--- config.mk ---
export PLATFORM = sky130hd
export DESIGN_NAME = tx_mailbox_timeout_tracker
export DESIGN_NICKNAME = d
export VERILOG_FILES = /design/src/tmt_pkg.sv /design/src/tmt_wait_ram.sv /design/src/tmt_cfg_regs.sv /design/src/tx_mailbox_timeout_tracker.sv
export VERILOG_INCLUDE_DIRS = /design/src /design/src/src
export SDC_FILE = /design/constraint.sdc
export NUM_CORES = 1
export LEC_CHECK = 0
export BUFFER_PORTS_ARGS = -buffer_cell sky130_fd_sc_hd__buf_2
export CORE_AREA = 4 4 152 154
export CTS_CLUSTER_DIAMETER = 30
export DETAILED_ROUTE_END_ITERATION = 8
export DIE_AREA = 0 0 156 158
export PLACE_DENSITY_LB_ADDON = 0.25
export SLEW_MARGIN = 0
export SYNTH_ARGS = -nofsm -noshare
export SYNTH_HDL_FRONTEND = slang
export SYNTH_HIERARCHICAL = 1
export SYNTH_SLANG_ARGS = --single-unit
export TNS_END_PERCENT = 50
--- constraint.sdc ---
create_clock -name clk -period 8.67 [get_ports clk]
set_input_delay 0.867 -clock clk [delete_from_list [all_inputs] [get_ports clk]]
set_output_delay 0.867 -clock clk [all_outputs]
set_load 0.01 [all_outputs]
--- src/tx_mailbox_timeout_tracker_macros.svh ---
// assertion helpers for the mailbox timeout tracker
`ifndef TX_MAILBOX_TIMEOUT_TRACKER_MACROS_SVH
`define TX_MAILBOX_TIMEOUT_TRACKER_MACROS_SVH

// same-cycle implication, checked out of reset
`define TMT_ASSERT_IMPL(label, ante, cons, msg) \
  label: assert property (@(posedge clk) disable iff (!rst_n) (ante) |-> (cons)) \
    else $error(msg);

// next-cycle implication, checked out of reset
`define TMT_ASSERT_NEXT(label, ante, cons, msg) \
  label: assert property (@(posedge clk) disable iff (!rst_n) (ante) |=> (cons)) \
    else $error(msg);

`endif

--- src/tmt_pkg.sv ---
`default_nettype none
package tmt_pkg;

  // field widths
  localparam int OPCODE_W   = 2;
  localparam int MBOX_W     = 8;
  localparam int DONE_W     = 16;
  localparam int EVENT_W    = 3;
  localparam int TOTAL_W    = 5;
  localparam int WAIT_W     = 8;
  localparam int CFG_IDX_W  = 2;
  localparam int CFG_DATA_W = 8;

  // opcodes
  localparam logic [OPCODE_W-1:0] OP_INIT   = 2'd0;
  localparam logic [OPCODE_W-1:0] OP_SUBMIT = 2'd1;
  localparam logic [OPCODE_W-1:0] OP_TICK   = 2'd2;

  // event codes
  localparam logic [EVENT_W-1:0] EV_ACCEPTED = 3'd0;
  localparam logic [EVENT_W-1:0] EV_REJECTED = 3'd1;
  localparam logic [EVENT_W-1:0] EV_CONFIRM  = 3'd2;
  localparam logic [EVENT_W-1:0] EV_TIMEOUT  = 3'd3;
  localparam logic [EVENT_W-1:0] EV_SCANDONE = 3'd4;

  // register indexes
  localparam logic [CFG_IDX_W-1:0] CFG_STARTED = 2'd0;
  localparam logic [CFG_IDX_W-1:0] CFG_LIMIT   = 2'd1;

  localparam logic [WAIT_W-1:0] LIMIT_RESET = 8'd100;
  localparam logic [WAIT_W-1:0] WAIT_MAX    = 8'hFF;
  localparam logic [TOTAL_W-1:0] TOTAL_MAX  = 5'd31;

  typedef struct packed {
    logic              started;
    logic [WAIT_W-1:0] limit;
  } cfg_t;

  typedef enum logic [1:0] {
    ST_IDLE,
    ST_SCAN,
    ST_FLUSH,
    ST_DONE
  } state_t;

endpackage
`default_nettype wire

--- src/tmt_wait_ram.sv ---
`default_nettype none
module tmt_wait_ram #(
  parameter int DEPTH  = 16,
  parameter int ADDR_W = 4
) (
  input  wire logic                       clk,
  input  wire logic                       wr_en,
  input  wire logic [ADDR_W-1:0]          wr_addr,
  input  wire logic [tmt_pkg::WAIT_W-1:0] wr_data,
  input  wire logic [ADDR_W-1:0]          rd_addr,
  output logic      [tmt_pkg::WAIT_W-1:0] rd_data
);
  import tmt_pkg::*;

  logic [WAIT_W-1:0] mem [DEPTH];

  // one write port, one registered read port
  always_ff @(posedge clk) begin
    if (wr_en) begin
      mem[wr_addr] <= wr_data;
    end
    rd_data <= mem[rd_addr];
  end

endmodule
`default_nettype wire

--- src/tmt_cfg_regs.sv ---
`default_nettype none
module tmt_cfg_regs (
  input  wire logic                           clk,
  input  wire logic                           rst_n,
  input  wire logic                           wr_en,
  input  wire logic [tmt_pkg::CFG_IDX_W-1:0]  wr_index,
  input  wire logic [tmt_pkg::CFG_DATA_W-1:0] wr_data,
  output tmt_pkg::cfg_t                       cfg
);
  import tmt_pkg::*;

  cfg_t cfg_r;
  cfg_t cfg_nxt;

  // register decode, unknown indexes are dropped
  always_comb begin
    cfg_nxt = cfg_r;
    if (wr_en) begin
      unique case (wr_index)
        CFG_STARTED: cfg_nxt.started = wr_data[0];
        CFG_LIMIT:   cfg_nxt.limit   = wr_data[WAIT_W-1:0];
        default:     cfg_nxt         = cfg_r;
      endcase
    end
  end

  always_ff @(posedge clk) begin
    if (!rst_n) begin
      cfg_r.started <= 1'b0;
      cfg_r.limit   <= LIMIT_RESET;
    end else begin
      cfg_r <= cfg_nxt;
    end
  end

  assign cfg = cfg_r;

endmodule
`default_nettype wire

--- src/tx_mailbox_timeout_tracker.sv ---
`default_nettype none
`include "tx_mailbox_timeout_tracker_macros.svh"
// Transmit mailbox timeout tracker.
// Commands enter on start with in_opcode, in_mailbox, in_pointer_valid and
// in_done_mask; a beat is taken when start is high and busy is low.
// Results leave on out_valid for one cycle each, out_last marks the final
// result of a command. The receiver cannot stall; results are never held.
// Init and submit give one result in the cycle after the beat and leave
// busy low, so a new command may follow at once. A tick while stopped gives
// only the scan-done result, also in the cycle after the beat.
// A tick while started walks the wait-count memory one mailbox per cycle
// (one read port with a registered read, evaluation in the eval registers
// behind the read): busy stays high through the scan, flush and done states,
// events come out during the walk and the scan-done result comes last.
// Registers are written on cfg_valid; cfg_ready is always high. Write them
// only while the block is quiet.
// Reset clears pending marks, the pending count and the initialized flag;
// the wait counts are only read behind a pending mark and need no clearing.
module tx_mailbox_timeout_tracker #(
  parameter int MAILBOXES = 16
) (
  input  wire logic                           clk,
  input  wire logic                           rst_n,
  input  wire logic                           start,
  output logic                                busy,
  input  wire logic [tmt_pkg::OPCODE_W-1:0]   in_opcode,
  input  wire logic [tmt_pkg::MBOX_W-1:0]     in_mailbox,
  input  wire logic                           in_pointer_valid,
  input  wire logic [tmt_pkg::DONE_W-1:0]     in_done_mask,
  output logic                                out_valid,
  output logic      [tmt_pkg::EVENT_W-1:0]    out_event_res,
  output logic      [tmt_pkg::MBOX_W-1:0]     out_event_mailbox,
  output logic      [tmt_pkg::TOTAL_W-1:0]    out_pending_total,
  output logic                                out_last,
  input  wire logic                           cfg_valid,
  output logic                                cfg_ready,
  input  wire logic [tmt_pkg::CFG_IDX_W-1:0]  cfg_index,
  input  wire logic [tmt_pkg::CFG_DATA_W-1:0] cfg_data
);
  import tmt_pkg::*;

  localparam int IDX_W = (MAILBOXES > 1) ? $clog2(MAILBOXES) : 1;
  localparam int CNT_W = $clog2(MAILBOXES + 1);
  localparam logic [IDX_W-1:0] LAST_IDX = IDX_W'(MAILBOXES - 1);

  cfg_t cfg;

  state_t state_r, state_nxt;
  logic [MAILBOXES-1:0] mark_r, mark_nxt;
  logic [CNT_W-1:0]     cnt_r, cnt_nxt;
  logic                 init_r, init_nxt;
  logic [IDX_W-1:0]     scan_idx_r, scan_idx_nxt;
  logic                 eval_vld_r, eval_vld_nxt;
  logic [IDX_W-1:0]     eval_idx_r, eval_idx_nxt;
  logic [DONE_W-1:0]    done_r, done_nxt;

  logic                 out_valid_r;
  logic [EVENT_W-1:0]   out_res_r;
  logic [MBOX_W-1:0]    out_mbox_r;
  logic [TOTAL_W-1:0]   out_total_r;
  logic                 out_last_r;

  logic                 ev_vld;
  logic [EVENT_W-1:0]   ev_res;
  logic [MBOX_W-1:0]    ev_mbox;
  logic                 ev_last;

  logic                 ram_we;
  logic [IDX_W-1:0]     ram_waddr;
  logic [WAIT_W-1:0]    ram_wdata;
  logic [WAIT_W-1:0]    ram_rdata;

  logic                 accept;
  logic [MBOX_W-1:0]    eval_ext;
  logic                 eval_done;
  logic [WAIT_W-1:0]    wait_inc;

  logic                 in_walk;
  logic                 cmd_beat;
  logic                 done_beat;

  assign accept    = start && !busy;
  assign busy      = (state_r != ST_IDLE);
  assign cfg_ready = 1'b1;

  tmt_cfg_regs u_cfg (
    .clk      (clk),
    .rst_n    (rst_n),
    .wr_en    (cfg_valid && cfg_ready),
    .wr_index (cfg_index),
    .wr_data  (cfg_data),
    .cfg      (cfg)
  );

  tmt_wait_ram #(
    .DEPTH  (MAILBOXES),
    .ADDR_W (IDX_W)
  ) u_ram (
    .clk     (clk),
    .wr_en   (ram_we),
    .wr_addr (ram_waddr),
    .wr_data (ram_wdata),
    .rd_addr (scan_idx_r),
    .rd_data (ram_rdata)
  );

  // next state
  always_comb begin
    state_nxt = state_r;
    unique case (state_r)
      ST_IDLE: begin
        if (accept && in_opcode == OP_TICK && cfg.started) begin
          state_nxt = ST_SCAN;
        end
      end
      ST_SCAN: begin
        if (scan_idx_r == LAST_IDX) begin
          state_nxt = ST_FLUSH;
        end
      end
      ST_FLUSH: state_nxt = ST_DONE;
      ST_DONE:  state_nxt = ST_IDLE;
      default:  state_nxt = ST_IDLE;
    endcase
  end

  // evaluation helpers for the entry whose count is on the read port
  assign eval_ext  = MBOX_W'(eval_idx_r);
  assign eval_done = (eval_ext < MBOX_W'(DONE_W)) && done_r[eval_ext[3:0]];
  assign wait_inc  = (ram_rdata == WAIT_MAX) ? WAIT_MAX : ram_rdata + 8'd1;

  // datapath and events
  always_comb begin
    mark_nxt     = mark_r;
    cnt_nxt      = cnt_r;
    init_nxt     = init_r;
    scan_idx_nxt = scan_idx_r;
    eval_vld_nxt = 1'b0;
    eval_idx_nxt = scan_idx_r;
    done_nxt     = done_r;
    ram_we       = 1'b0;
    ram_waddr    = scan_idx_r;
    ram_wdata    = '0;
    ev_vld       = 1'b0;
    ev_res       = EV_ACCEPTED;
    ev_mbox      = '0;
    ev_last      = 1'b1;

    unique case (state_r)
      ST_IDLE: begin
        if (accept) begin
          ev_vld = 1'b1;
          case (in_opcode)
            OP_INIT: begin
              if (!in_pointer_valid) begin
                ev_res = EV_REJECTED;
              end else begin
                mark_nxt = '0;
                cnt_nxt  = '0;
                init_nxt = 1'b1;
              end
            end
            OP_SUBMIT: begin
              ev_mbox = in_mailbox;
              if (!init_r || !in_pointer_valid) begin
                ev_res = EV_REJECTED;
              end else if (in_mailbox < MBOX_W'(MAILBOXES)) begin
                if (!mark_r[in_mailbox[IDX_W-1:0]]) begin
                  mark_nxt[in_mailbox[IDX_W-1:0]] = 1'b1;
                  cnt_nxt = cnt_r + 1'b1;
                end
                ram_we    = 1'b1;
                ram_waddr = in_mailbox[IDX_W-1:0];
                ram_wdata = '0;
              end
            end
            OP_TICK: begin
              done_nxt = in_done_mask;
              if (cfg.started) begin
                ev_vld       = 1'b0;
                scan_idx_nxt = '0;
              end else begin
                ev_res = EV_SCANDONE;
              end
            end
            default: ev_res = EV_REJECTED;
          endcase
        end
      end
      ST_SCAN: begin
        eval_vld_nxt = 1'b1;
        eval_idx_nxt = scan_idx_r;
        if (scan_idx_r != LAST_IDX) begin
          scan_idx_nxt = scan_idx_r + 1'b1;
        end
      end
      ST_DONE: begin
        ev_vld = 1'b1;
        ev_res = EV_SCANDONE;
      end
      default: begin
      end
    endcase

    // one pending mailbox per cycle: confirm, count, or time out
    if (eval_vld_r && mark_r[eval_idx_r]) begin
      ev_mbox = eval_ext;
      ev_last = 1'b0;
      if (eval_done) begin
        mark_nxt[eval_idx_r] = 1'b0;
        cnt_nxt = cnt_r - 1'b1;
        ev_vld  = 1'b1;
        ev_res  = EV_CONFIRM;
      end else if (wait_inc >= cfg.limit) begin
        mark_nxt[eval_idx_r] = 1'b0;
        cnt_nxt = cnt_r - 1'b1;
        ev_vld  = 1'b1;
        ev_res  = EV_TIMEOUT;
      end else begin
        ram_we    = 1'b1;
        ram_waddr = eval_idx_r;
        ram_wdata = wait_inc;
      end
    end
  end

  // control registers
  always_ff @(posedge clk) begin
    if (!rst_n) begin
      state_r     <= ST_IDLE;
      mark_r      <= '0;
      cnt_r       <= '0;
      init_r      <= 1'b0;
      scan_idx_r  <= '0;
      eval_vld_r  <= 1'b0;
      out_valid_r <= 1'b0;
    end else begin
      state_r     <= state_nxt;
      mark_r      <= mark_nxt;
      cnt_r       <= cnt_nxt;
      init_r      <= init_nxt;
      scan_idx_r  <= scan_idx_nxt;
      eval_vld_r  <= eval_vld_nxt;
      out_valid_r <= ev_vld;
    end
  end

  // payload registers
  always_ff @(posedge clk) begin
    eval_idx_r  <= eval_idx_nxt;
    done_r      <= done_nxt;
    out_res_r   <= ev_res;
    out_mbox_r  <= ev_mbox;
    out_last_r  <= ev_last;
    out_total_r <= (32'(cnt_nxt) > 32'(TOTAL_MAX)) ? TOTAL_MAX : TOTAL_W'(cnt_nxt);
  end

  assign out_valid         = out_valid_r;
  assign out_event_res     = out_res_r;
  assign out_event_mailbox = out_mbox_r;
  assign out_pending_total = out_total_r;
  assign out_last          = out_last_r;

  // terms for the checks
  assign in_walk   = (state_r == ST_SCAN) || (state_r == ST_FLUSH);
  assign cmd_beat  = accept && (in_opcode != OP_TICK);
  assign done_beat = out_valid_r && out_last_r && (out_res_r == EV_SCANDONE);

  // checks
  `TMT_ASSERT_IMPL(a_count_matches_marks, 1'b1, 32'(cnt_r) == $countones(mark_r), "count mismatch")
  `TMT_ASSERT_IMPL(a_eval_in_scan, eval_vld_r, in_walk, "evaluation outside a scan")
  `TMT_ASSERT_NEXT(a_done_emits_last, state_r == ST_DONE, done_beat, "scan done missing")
  `TMT_ASSERT_NEXT(a_single_result, cmd_beat, out_valid_r && out_last_r && !busy, "no result")

endmodule
`default_nettype wire

==> After elaboration in Yosys (flattened, before gate mapping) <==
Memories as Yosys holds them, arrays and structs flattened. A register that Yosys moved wholly into a read port is not among the register bits.
Index checks and enable logic that the tools add are counted.
{ "totals": {"ram_bits": 128, "regBits": 76, "out_inout_bits": 20, "memories": 1, "elab_cells": 154} }
{ "mem_list": {"columns": ["memory", "words", "word_bits", "rd", "rd_ports_with_merged_regs", "write_ports", "line_no", "text"], "rows": [
  ["u_ram.mem", 16, 8, 1, 1, 1, "tmt_wait_ram.sv:15", "logic [WAIT_W-1:0] mem [DEPTH];"]
]} }
{ "classes": {"order_cmp": 7, "eq_ne": 15, "bitwise": 6, "n_reduce_logical": 23, "addsub": 4, "n_mux": 82} }
{ "op_table": {"columns": ["operator", "count"], "rows": [
  ["$mux W16", 9],
  ["$mux W4", 16],
  ["$mux W5", 9],
  ["$mux W8", 4],
  ["$pmux W16 S2", 1],
  ["$mux W1", 25],
  ["$and A16 B16 Y16", 1],
  ["$not A16 Y16", 1],
  ["$or A16 B16 Y16", 1],
  ["$lt A4 B5 Y1 const B", 3],
  ["$mux W3", 5],
  ["$bmux W1 S4", 3],
  ["$ne A2 B2 Y1 const B", 5],
  ["$pmux W5 S2", 1],
  ["$pmux W3 S3", 1],
  ["$add A8 B1 Y8 const B", 1],
  ["$demux W1 S4", 2],
  ["$eq A8 B8 Y1 const B", 1],
  ["$ge A4 B1 Y1 const B", 2],
  ["$ge A8 B8 Y1", 1],
  ["$lt A8 B5 Y1 const B", 1],
  ["$pmux W2 S4", 1],
  ["$pmux W4 S2", 1],
  ["$logic_and A1 B1 Y1", 7],
  ["other kinds (21)", 35]
]} }

==> Depth between registers and ports, before layout <==
{ "depth": {"word_depth": 15, "mapped_depth": 15, "depth_no_buf": 15} }

==> By module <==
Netlist, hierarchy kept.
{ "by_module_without_submodules": {"columns": ["module", "instances", "seq_area_each_um2", "cells_each", "area_each_um2"], "rows": [
  ["tmt_wait_ram", 1, 4003.8, 229, 5147.4],
  ["tx_mailbox_timeout_tracker", 1, 1501.4, 383, 3651.0],
  ["tmt_cfg_regs", 1, 180.2, 39, 374.1]
]} }

==> Worst setup path before layout <==
No wires, ideal clock.
{ "synth_path": {"path_type": "reg-to-reg", "from": "register u_ram/rd_data[0] (netlist bit), read port of u_ram.mem", "to": "memory u_ram.mem[0][0], enable pin", "path_slack_ns": 4.458, "path_buffers": 1, "setup_time_ns": 0.383, "required_ns": 8.287, "t_arrival_ns": 3.828, "stages_incl_launch_ff": 16, "path_cell_list": "dfxtp_1 ha_1 nand3_1 inv_1 nand3_1 and2_1 ha_1 nand2b_1 a31oi_1 o21ai_0 a211oi_4 nand2_1 clkbuf_1 nand2_1 or3b_2 nor3_1"} }
{ "synth_via": {"elab_chain_len": 8, "elab_cells_between_ends": 12, "classes_between": "add/sub: 1; order compare: 1; eq/ne: 1; mux: 9"} }
{ "synth_lines": {"columns": ["element", "line_no", "text"], "rows": [
  ["from (decl)", "tmt_wait_ram.sv:11", "output logic [tmt_pkg::WAIT_W-1:0] rd_data"],
  ["$add A8 B1 Y8 / $eq A8 B8 Y1 (equally long branches)", "tx_mailbox_timeout_tracker.sv:130", "assign wait_inc = (ram_rdata == WAIT_MAX) ? WAIT_MAX : ram_rdata + 8'd1;"],
  ["$mux W8 *", "tx_mailbox_timeout_tracker.sv:130", null],
  ["$ge A8 B8 Y1 *", "tx_mailbox_timeout_tracker.sv:214", "end else if (wait_inc >= cfg.limit) begin"],
  ["$mux W1 *", "tx_mailbox_timeout_tracker.sv:214", null],
  ["$mux W1 *", "tx_mailbox_timeout_tracker.sv:209", "if (eval_done) begin"],
  ["$mux W1 *", "tx_mailbox_timeout_tracker.sv:206", "if (eval_vld_r && mark_r[eval_idx_r]) begin"],
  ["net ram_we", "tx_mailbox_timeout_tracker.sv:68", "logic ram_we;"],
  ["$mux W1 *", "tmt_wait_ram.sv:19", "if (wr_en) begin"],
  ["$mux W1 (implied by the code) *", "tmt_wait_ram.sv:20", "mem[wr_addr] <= wr_data;"],
  ["to (decl)", "tmt_wait_ram.sv:15", null]
]} }
The timed path passes the listed nets; every way through them passes the cells marked *.

==> Worst setup path in the final report <==
{ "layout_path": {"from": "register u_ram/rd_data[0] (netlist bit), read port of u_ram.mem", "to": "memory u_ram.mem[8][0], enable pin"} }
{ "layout_via": {"elab_cells_between_ends": 12, "classes_between": "add/sub: 1; order compare: 1; eq/ne: 1; mux: 9"} }
{ "layout_lines": {"columns": ["element", "line_no", "text"], "rows": [
  ["$add A8 B1 Y8 / $eq A8 B8 Y1 (equally long branches)", "tx_mailbox_timeout_tracker.sv:130", null],
  ["$mux W8 *", "tx_mailbox_timeout_tracker.sv:130", null],
  ["$ge A8 B8 Y1 *", "tx_mailbox_timeout_tracker.sv:214", null],
  ["$mux W4 *", "tx_mailbox_timeout_tracker.sv:214", null],
  ["$mux W4 *", "tx_mailbox_timeout_tracker.sv:209", null],
  ["$mux W4 *", "tx_mailbox_timeout_tracker.sv:206", null],
  ["net ram_waddr[3]", "tx_mailbox_timeout_tracker.sv:69", "logic [IDX_W-1:0] ram_waddr;"]
]} }
Marks and branches as above.

==> results.toml <==
[route]
avgRoutedWirePerCell_um = 20.0
first_pass_iters = 5
via_per_inst = 5.58
drt-initial-drc-count = 482
drc = 0
ant_nets = 0
vias = 5790
wirelength_mm = 20.7

[place]
dp.cells = 969
globalplace.congestion = 0.814
dpl_worst_slack_ns = 3.75
port_buffers = 59
place_hpwl_mm = 13.7

[global_routing]
grt_overflow = 0
grtUsageTotal_pct = 16.8
grt_max_degree = 39
grt_pass1_wl_mm = 32.3
grt_pass1_vias = 5909
grt_antenna_before_repair = 0

[clock_tree]
cts_hold_buffers = 0
cts_sinks = 212
h-tree-depth = 2
cts_buffers = 38
cts_resized = 0
cts_max_path_buffers = 3
cts_tree = "built"
post_cts_buffers = 0
cts_root_buf = "clkbuf_16"
clock_latency_ns = 0.51
path_clk_slew_ns = 0.05

[timing]
fin_ws_ns = 3.70
slew_headroom_pct = 12.2
fin_tns_setup_ns = 0
post-route-min-period_ns = 4.97
skew_ns = 0.0183
drv_slew = 0
grt_setup_unrepaired = "no"
hold_viol = 0
worst_slew_pin_slew_ns = 1.31
clock.fmax_mhz = 201
fin_crit_sh_pct = 57.3
setup_viol = 0

[synthesis]
yosysMostFrequentCell = "edfxtp_1"
ys.flop_type = "edfxtp_1"
synth_fp_nets = 708
synth.area.top_cells = "edfxtp_1 47%, dfxtp_1 15%, mux4_2 5.9%, mux4_1 5.2%, ha_1 2.2%"
synth_area_mm2 = 0.00917
ys_types = 65
synthArstFlopShare_pct = 0
syn_avg_cell_area_um2 = 14.1
ys_warn_count = 6
synth_area_leader_cell = "edfxtp_1"
synth_top_cell_area_share_pct = 47.1
synth_seq_cells = 212
yosys-top-cells-count = "144 x edfxtp_1, 68 x dfxtp_1, 48 x nor2_1"
synth_seq_area_share_pct = 62.0
synth_edf_count = 144
synth_cells = 651

[die]
start_util_pct = 42.3
dieWidth_um = 156
die_y_um = 158
io_pins = 61
num_rows = 54
core_area_mm2 = 0.0217
dieArea_mm2 = 0.0246

[finish]
final_nets = 786
n_antenna_cell = 0
layout-drive-gt1-share_pct = 22.4
stdcell_count = 1038
syn_to_final_growth_pct = 20.0

[power]
combPwrFrac_pct = 4.2
p_per_area_mw_per_mm2 = 246
switching_power_mw = 0.590
swShare_pct = 21.8
power_frac_seq_pct = 40.4
peakVddDrop_mv = 0.134
leakagePower_nw = 4.41
clock_power_share_pct = 55.4
internal_power_mw = 2.11

[setup_path]
startpoint_type = "flip-flop"
regToRegSetupSlack_ns = 3.70
cp.arrival_ns = 5.08
worstSetupPathType = "reg2reg"
critical_path_required_ns = 8.78
crit_fanout = 14
end_kind = "flip-flop"

[job]
cap_viol_max_count = 0

[outcome]
outcome = "completed"

[worst_hold_path]
hold_path.class = "reg2reg"
==> layout make-up <==
cell class,instances,area (um^2)
Fill cell,1766,10700
Clock inverter,24,293
Inverter,25,93.8
Tap cell,280,350
Timing Repair Buffer,67,355
Clock buffer,45,1030
Multi-Input combinational cell,385,3200
Sequential cell,212,5690
==> through the flow <==
step                      power (mW)  util (%)  hold slack [ns]  instance area [um^2]
after CTS                       2.73      50.7            0.465                 11000
after floorplan                 1.19         -            0.409                  9170
after detailed placement        1.23      44.6            0.455                  9680
final                           2.70      50.7            0.464                 11000
after global routing            2.80      50.7            0.481                 11000
after global placement          1.22      44.6            0.449                  9680
==> final timing paths <==
path	cells after the start	startpoint	to
max	14	u_ram/rd_data[0]	u_ram/mem[8][0]
min	0	eval_idx_nxt[3]	eval_idx_r[3]
max reg2reg	14	u_ram/rd_data[0]	u_ram/mem[8][0]
min reg2reg	0	eval_idx_nxt[3]	eval_idx_r[3]
==> per-layer routing <==
metal,vias up,track usage (%),routed length (um)
met4,0,6.25,595
met3,45,3.28,1430
li1,2690,-,-
met2,209,28.4,10100
met1,2846,21.7,8570
met5,-,0,0
==> cell usage in the layout, fill, tap and decap left out, types with 4 or more instances in the layout <==
master	synthesis	routed
edfxtp_1	144	144
dfxtp_1	68	67
buf_2	8	59
nor2_1	48	48
nand2_1	43	43
clkbuf_16	0	39
inv_1	25	25
a21oi_1	26	25
mux4_2	24	24
o21ai_0	21	21
a22oi_1	20	20
mux4_1	18	18
nand3_1	16	16
ha_1	16	16
a31oi_1	13	13
mux2i_1	13	13
nor3_1	13	13
and3_1	11	11
nand2b_1	11	11
and2_1	10	10
nor2b_1	8	8
buf_4	3	8
clkinv_4	0	7
xor2_1	4	4
nand4b_1	4	4
inv_6	0	4
bufinv_16	0	4
inv_8	0	4
==> registers in the layout, indices dropped and copies added, names as in the netlist <==
name	count
u_ram/mem	128
out_event_mailbox	8
u_ram/rd_data	8
cnt_r	5
out_event_res	3
eval_idx_r	4
eval_idx_nxt	4
out_last	1
eval_vld_r	1
state_r	2
init_r	1
u_cfg/cfg	9
out_valid	1
done_r	16
out_pending_total	5
mark_r	16
==> critical path, cell delays in order (launching register included) <==
cell and delay, ns:
dfxtp_1 0.36, ha_1 0.20, nand3_1 0.14, inv_1 0.10, nand3_1 0.23, and2_1 0.27
ha_1 0.26, nand2b_1 0.13, a31oi_1 0.15, o21ai_0 0.19, a211oi_4 0.50, nand2_1 0.40
a21oi_1 0.35, nand3b_1 0.24, nor3_1 1.04
==> power by group through the flow <==
stage / clock [mW] / combinational [mW] / sequential [mW]
2_1_floorplan: 0 / 0.0749 / 1.11
3_3_place_gp: 0 / 0.109 / 1.11
3_5_place_dp: 0 / 0.113 / 1.11
4_1_cts: 1.52 / 0.114 / 1.09
5_1_grt: 1.58 / 0.128 / 1.09
6_report: 1.50 / 0.114 / 1.09
==> cells by family (layout without fill, tap and decap cells) <==
kind of cell    Yosys count  count (layout)  synth area share, %
flops                   212             212                 62.0
simple gates            188             188                 10.4
compound gates          115             115                 8.59
mux                      59              59                 13.0
buf+inv                  54             161                 3.18
fa+ha+maj                16              16                 2.18
xor+xnor                  6               6                0.573
other cells               1               1               0.0409
(Power assumes the default switching activity.)
